<file path="config.mk">
export PLATFORM = sky130hd
export DESIGN_NAME = tvar_div
export DESIGN_NICKNAME = d
export VERILOG_FILES = /design/src/rtl/core/tiled_view_address_remap_core_defines.svh /design/src/rtl/core/tvar_pkg.sv /design/src/rtl/core/tvar_div.sv
export SDC_FILE = /design/constraint.sdc
export NUM_CORES = 2
export LEC_CHECK = 0
export ABC_AREA = 0
export ABC_CLOCK_PERIOD_IN_PS = 4900
export BUFFER_PORTS_ARGS = -buffer_cell sky130_fd_sc_hd__buf_2
export CORE_MARGIN = 2
export CORE_UTILIZATION = 38
export CTS_CLUSTER_DIAMETER = 60
export CTS_CLUSTER_SIZE = 24
export DETAILED_ROUTE_END_ITERATION = 8
export PLACE_DENSITY = 0.6
export RECOVER_POWER = 100
export SYNTH_ARGS = -nofsm -noshare
export SYNTH_HDL_FRONTEND = slang
export SYNTH_SLANG_ARGS = --single-unit
</file>
<file path="constraint.sdc">
create_clock -name i_clk -period 4.9 [get_ports i_clk]
set_input_delay 0.245 -clock i_clk [delete_from_list [all_inputs] [get_ports i_clk]]
set_output_delay 0.245 -clock i_clk [all_outputs]
set_load 0.005 [all_outputs]
</file>
<file path="src/rtl/core/tiled_view_address_remap_core_defines.svh">
// Assertion macros used by the tiled view remap core.
`ifndef TILED_VIEW_ADDRESS_REMAP_CORE_DEFINES_SVH
`define TILED_VIEW_ADDRESS_REMAP_CORE_DEFINES_SVH

// Consequent must hold in the cycle after the antecedent.
`define TVAR_ASSERT_NEXT(lbl, ante, cons, msg) \
    lbl: assert property (@(posedge i_clk) disable iff (!i_rst_n) \
        (ante) |=> (cons)) else $error(msg);

// Consequent must hold in the same cycle as the antecedent.
`define TVAR_ASSERT_SAME(lbl, ante, cons, msg) \
    lbl: assert property (@(posedge i_clk) disable iff (!i_rst_n) \
        (ante) |-> (cons)) else $error(msg);

`endif

</file>
<file path="src/rtl/core/tvar_pkg.sv">
// Constants and helpers shared by the tiled view remap RTL.
`timescale 1ns / 1ps

package tvar_pkg;

    // Configuration register layout.
    localparam int CFG_W       = 16;
    localparam int REG_AXES    = 4;
    localparam int AX_IDX_W    = $clog2(REG_AXES);
    localparam int CFG_IDX_W   = AX_IDX_W + 1;
    localparam int FIELD_W     = 32;

    // Register indexes: extents first, then repeat counts.
    localparam logic [CFG_IDX_W-1:0] REG_PE_BASE = CFG_IDX_W'(0);
    localparam logic [CFG_IDX_W-1:0] REG_RP_BASE = CFG_IDX_W'(REG_AXES);

    // A register holding zero acts as one.
    function automatic logic [CFG_W-1:0] nz(input logic [CFG_W-1:0] v);
        nz = (v == '0) ? CFG_W'(1) : v;
    endfunction

endpackage

</file>
<file path="src/rtl/core/tvar_div.sv">
// Pipelined restoring divider, one quotient bit per stage, with a sideband word.
`timescale 1ns / 1ps

module tvar_div #(
    parameter int NW = 32,
    parameter int SW = 33
) (
    input  logic                        i_clk,
    input  logic                        i_rst_n,
    input  logic                        i_valid,
    input  logic [NW-1:0]               i_num,
    input  logic [tvar_pkg::CFG_W-1:0]  i_den,
    input  logic [SW-1:0]               i_side,
    output logic                        o_valid,
    output logic [NW-1:0]               o_quo,
    output logic [tvar_pkg::CFG_W-1:0]  o_rem,
    output logic [SW-1:0]               o_side
);

    localparam int DW = tvar_pkg::CFG_W;

    logic          r_v [NW];
    logic [NW-1:0] r_n [NW];
    logic [DW-1:0] r_r [NW];
    logic [SW-1:0] r_s [NW];

    for (genvar s = 0; s < NW; s++) begin : g_stage
        logic          sv;
        logic [NW-1:0] sn;
        logic [DW-1:0] sr;
        logic [SW-1:0] ss;
        logic [DW:0]   t;
        logic [DW:0]   diff;
        logic          ge;
        logic [NW-1:0] n_quo;
        logic [DW-1:0] n_rem;

        // Stage input: ports for the first stage, else the previous stage.
        if (s == 0) begin : g_first
            assign sv = i_valid;
            assign sn = i_num;
            assign sr = '0;
            assign ss = i_side;
        end else begin : g_rest
            assign sv = r_v[s-1];
            assign sn = r_n[s-1];
            assign sr = r_r[s-1];
            assign ss = r_s[s-1];
        end

        // Shift in the next dividend bit and try to subtract.
        assign t     = {sr, sn[NW-1]};
        assign diff  = t - {1'b0, i_den};
        assign ge    = (t >= {1'b0, i_den});
        assign n_quo = {sn[NW-2:0], ge};
        assign n_rem = ge ? diff[DW-1:0] : t[DW-1:0];

        always_ff @(posedge i_clk) begin
            if (!i_rst_n) begin
                r_v[s] <= 1'b0;
            end else begin
                r_v[s] <= sv;
            end
        end

        always_ff @(posedge i_clk) begin
            r_n[s] <= n_quo;
            r_r[s] <= n_rem;
            r_s[s] <= ss;
        end
    end

    assign o_valid = r_v[NW-1];
    assign o_quo   = r_n[NW-1];
    assign o_rem   = r_r[NW-1];
    assign o_side  = r_s[NW-1];

endmodule
</file>
==> summary.md <==
| Metric | Value |
|---|---|
| Hold path depth | `2` |
| Failing checks | `capacitance limit, slew limit` |
| Via density | `4.62` |
| Row count | `roughly 170` |
| Static leakage | `~0.039 uW` |
| Synth cell types | `92` |
| Max_cap viols | `1` |
| Reg2Reg Launch Point | `r_r[20][5]` |
| CTS root buf | `clkbuf_16` |
| Die Ht | `464 um` |
| Worst reg2reg path depth | `11` |
| Core Area | `210000 um2` |
| Startpoint types | `input port` |
| FFs w/ async S/R, synth | `0%` |
| Routed WL | `between 100000 and 150000 um` |
| Largest family of logic cells by synthesized area | `compound AO/OA/AOI/OAI gates` |
| Worst r2r dst | `r_r[21][10]` |
| Net Count, Synth | `7115` |
| Largest net degree at the start of global routing | `39` |
| GRT Resource Usage Total | `13.6%` |
| Number of flops mapped to enable cells by yosys | `0` |
| Simple-gate share of the synthesized area | `between 7 and 8%` |
| Maximum clock insertion buffer count | `3` |
| First-pass GRT wire length | `237000 um` |
| Top-area cell type share of the netlist area | `65.4%` |
| Startpoint of the worst hold path | `i_num[15]` |
| Layout Cells excl Fill | `9897` |
| CP required | `5610 ps` |
| Synth Area per Inst | `12.4 um2` |
| Worst Hold End | `r_n[0][16]` |
| Fin crit share | `between 80% and 90%` |
| RSZ-0062 raised after global routing | `false` |
| Crit path DAT | `roughly 5000 ps` |
| Vias in the first global route | `roughly 45000` |
| DP HPWL | `~100000 um` |
| Input/output buffers | `165` |
| Routed Antenna Nets | `0` |
| Layout cells sized above 1 | `9.80%` |
| FILL cells | `between 15000 and 20000` |
| Post-synthesis cell area | `80400 um2` |
| Final Critical Period | `4290 ps` |
| I/O pin total | `166` |
| Crit-path cells | `dlygate4sd3_1 -> buf_2 -> inv_1 -> clkbuf_1 -> ha_1 -> nand3_1 -> a2111oi_0 -> o41ai_1 -> o21ai_0 -> o21ai_0 -> nand2_1 -> mux2_2` |
| Fmax | `233 MHz` |
| Top_reg_cell synth | `dfxtp_1` |
| Vias | `45800` |
| Cell taking the most area after synthesis | `dfxtp_1` |
| Skew-Pair Late Insertion Delay | `around 860 ps` |
| Die W | `about 460 um` |
| Mux cell area share after synthesis | `3.86%` |
| Seq/Total Area, Yosys | `~65%` |
| Reg clk slew, reported paths | `80 ps` |
| Run status | `complete, but fails checks` |
| Setup CP Type | `in2reg` |
| Synth warn | `0` |
| Finish-stage setup viols | `0` |
| Crit-path slowest cell | `inv_1` |
| Post-Route Setup TNS | `0 ps` |
| Dpl cells | `9457` |
| Layout Skew | `around 55 ps` |
| Crit path top cell by count | `o21ai_0` |
| Adder-Cell Fraction of Synth Area | `8.52%` |
| Most frequent cells in the layout | `2624 x dfxtp_1, 498 x ha_1, 372 x nor2_1` |
| Max stage delay on crit path | `820 ps` |
| Starting Density | `38.3%` |
| Area Growth Syn to Fin | `14.6%` |
| Fin nets | `7589` |
| Routed length per instance | `between 15 and 20 um` |
| H-tree lvl count | `4` |
| Post-CTS Setup Bufs | `0` |
| CTS buffer count | `180` |
| Compound-gate portion of the synthesized area | `around a tenth` |
| Hold Violations, Final | `0` |
| Die ar. | `215000 um2` |
| Initial DRC count | `2321` |
| Leading cell type in the layout, fill and taps excluded | `dfxtp_1` |
| Hold Crit Class | `in2reg` |
| CP Capture Type | `flip-flop` |
| Initial antenna violation count | `4` |
| Congestion Overflow GR | `0` |
| Worst reg-to-reg setup slack | `1210 ps` |
| Hold slack | `146 ps` |
| Clock sink count | `~2600` |
| Max VDD drop | `0.425 mV` |
| Final max-slew violation count | `18` |
| Slew HR | `-0.738%` |
| CTS tree | `done` |
| First-pass detailed-route iteration total | `5` |
| #FFs+latches synth | `2624` |
| Mapped Cells | `6502` |
| Power density relative to cell area | `622 nW/um2` |
| Final Cell Area | `roughly 90000 um2` |
| Worst Path Max Fanout | `17` |
| Post-DP Area | `85000 um2` |
| XOR/XNOR Fraction of Synth Area | `3.82%` |
| DRC | `0` |
| Worst slew pin tran | `1500 ps` |
| GP Congestion | `0.860` |
| Area contributors post-synth | `dfxtp_1 65%, ha_1 7.8%, mux2_2 2.9%` |
[cells in the mapped netlist, types with 37 or more instances]
| master | instances |
|---|---|
| nand2b_1 | 71 |
| inv_1 | 181 |
| o21a_1 | 72 |
| mux2_2 | 207 |
| nand3_1 | 87 |
| xnor2_1 | 217 |
| nor2b_1 | 66 |
| nor3_1 | 94 |
| nor2_1 | 372 |
| nand2_1 | 311 |
| a21oi_1 | 343 |
| dfxtp_1 | 2624 |
| o21ai_0 | 297 |
| ha_1 | 498 |
| and2_1 | 40 |
| a31oi_1 | 50 |
| mux2i_1 | 37 |
| xor2_1 | 134 |
| clkbuf_1 | 50 |
| nand4_1 | 66 |
| o31ai_1 | 37 |
| a21o_1 | 121 |
[power breakdown]
part / leakage [uW] / internal [uW] / switching, uW
combinational: 0.0141 / 7210 / 8340
clock: 0.00297 / 7490 / 8030
sequential: 0.0220 / 24700 / 1500
total: 0.0390 / 39400 / 17900
[cells by family (layout without fill, tap and decap cells)]
| group | after synthesis | count (layout) |
|---|---|---|
| compound gates | 1203 | 1203 |
| xor+xnor | 351 | 351 |
| fa+ha+maj | 529 | 529 |
| buf+inv | 267 | 855 |
| flops | 2624 | 2624 |
| mux | 271 | 271 |
| other cells | 0 | 2 |
| simple gates | 1257 | 1257 |
[critical path, delay by kind of cell]
kind / cells / cell delay, ps
adder cells (fa/ha/maj): 1 / 440
multiplexers: 1 / 480
AND/OR/NAND/NOR: 2 / 600
buffers and inverters: 4 / 2120
AO/OA/AOI/OAI: 4 / 1090
[per-stage QoR]
step	worst slack [ps]	util (%)	total power [uW]
finish	607	43.9	57300
CTS	1170	44.1	58400
detailed placement	760	40.5	42500
floorplan	1280	-	38700
global placement	815	40.5	42300
global route	421	43.9	60900
[layout make-up]
cell class / count / area, um2 / area share, %
Inverter: 181 / 679 / 0.737
Sequential cell: 2624 / 52500 / 57.0
Tap cell: 2805 / 3510 / 3.81
Clock inverter: 104 / 1550 / 1.68
Timing Repair Buffer: 378 / 2750 / 2.98
Multi-Input combinational cell: 3611 / 26500 / 28.8
Antenna cell: 2 / 5.00 / 0.00543
Clock buffer: 192 / 4600 / 4.99
[registers in the layout, summed over array words and instances, names as in the netlist]
register / count
r_r: 512
r_s: 1056
r_v: 32
r_n: 1024
[routing by layer]
metal | vias up | part of all wire, % | GRT usage, %
met1 | 21200 | 48 | 18.4
met3 | 273 | 4.5 | 2.71
met4 | 0 | 2.8 | 4.46
li1 | 23400 | - | -
met2 | 820 | 45 | 21.8
met5 | - | 0 | 0
[worst max path at each step]
stage,end,start,slack (ps),cells after the start
after detailed placement,r_r[23][8],i_den[8],760,12
after CTS,r_r[23][12],i_den[8],1170,13
after global routing,r_r[21][10],i_den[8],420,14
after global placement,r_r[1][5],i_den[1],820,13
after floorplan,r_r[16][10],i_den[1],1280,13
final,r_r[1][15],i_den[8],610,12
[timing repair]
| item | CTS | global route |
|---|---|---|
| gates resized for setup | 0 | 0 |
| endpoints found under the hold margin | 113 | 0 |
| hold buffers | 142 | 0 |
| endpoints found under the setup margin | 0 | 0 |
No activity file was read; power rests on OpenSTA's default activity.
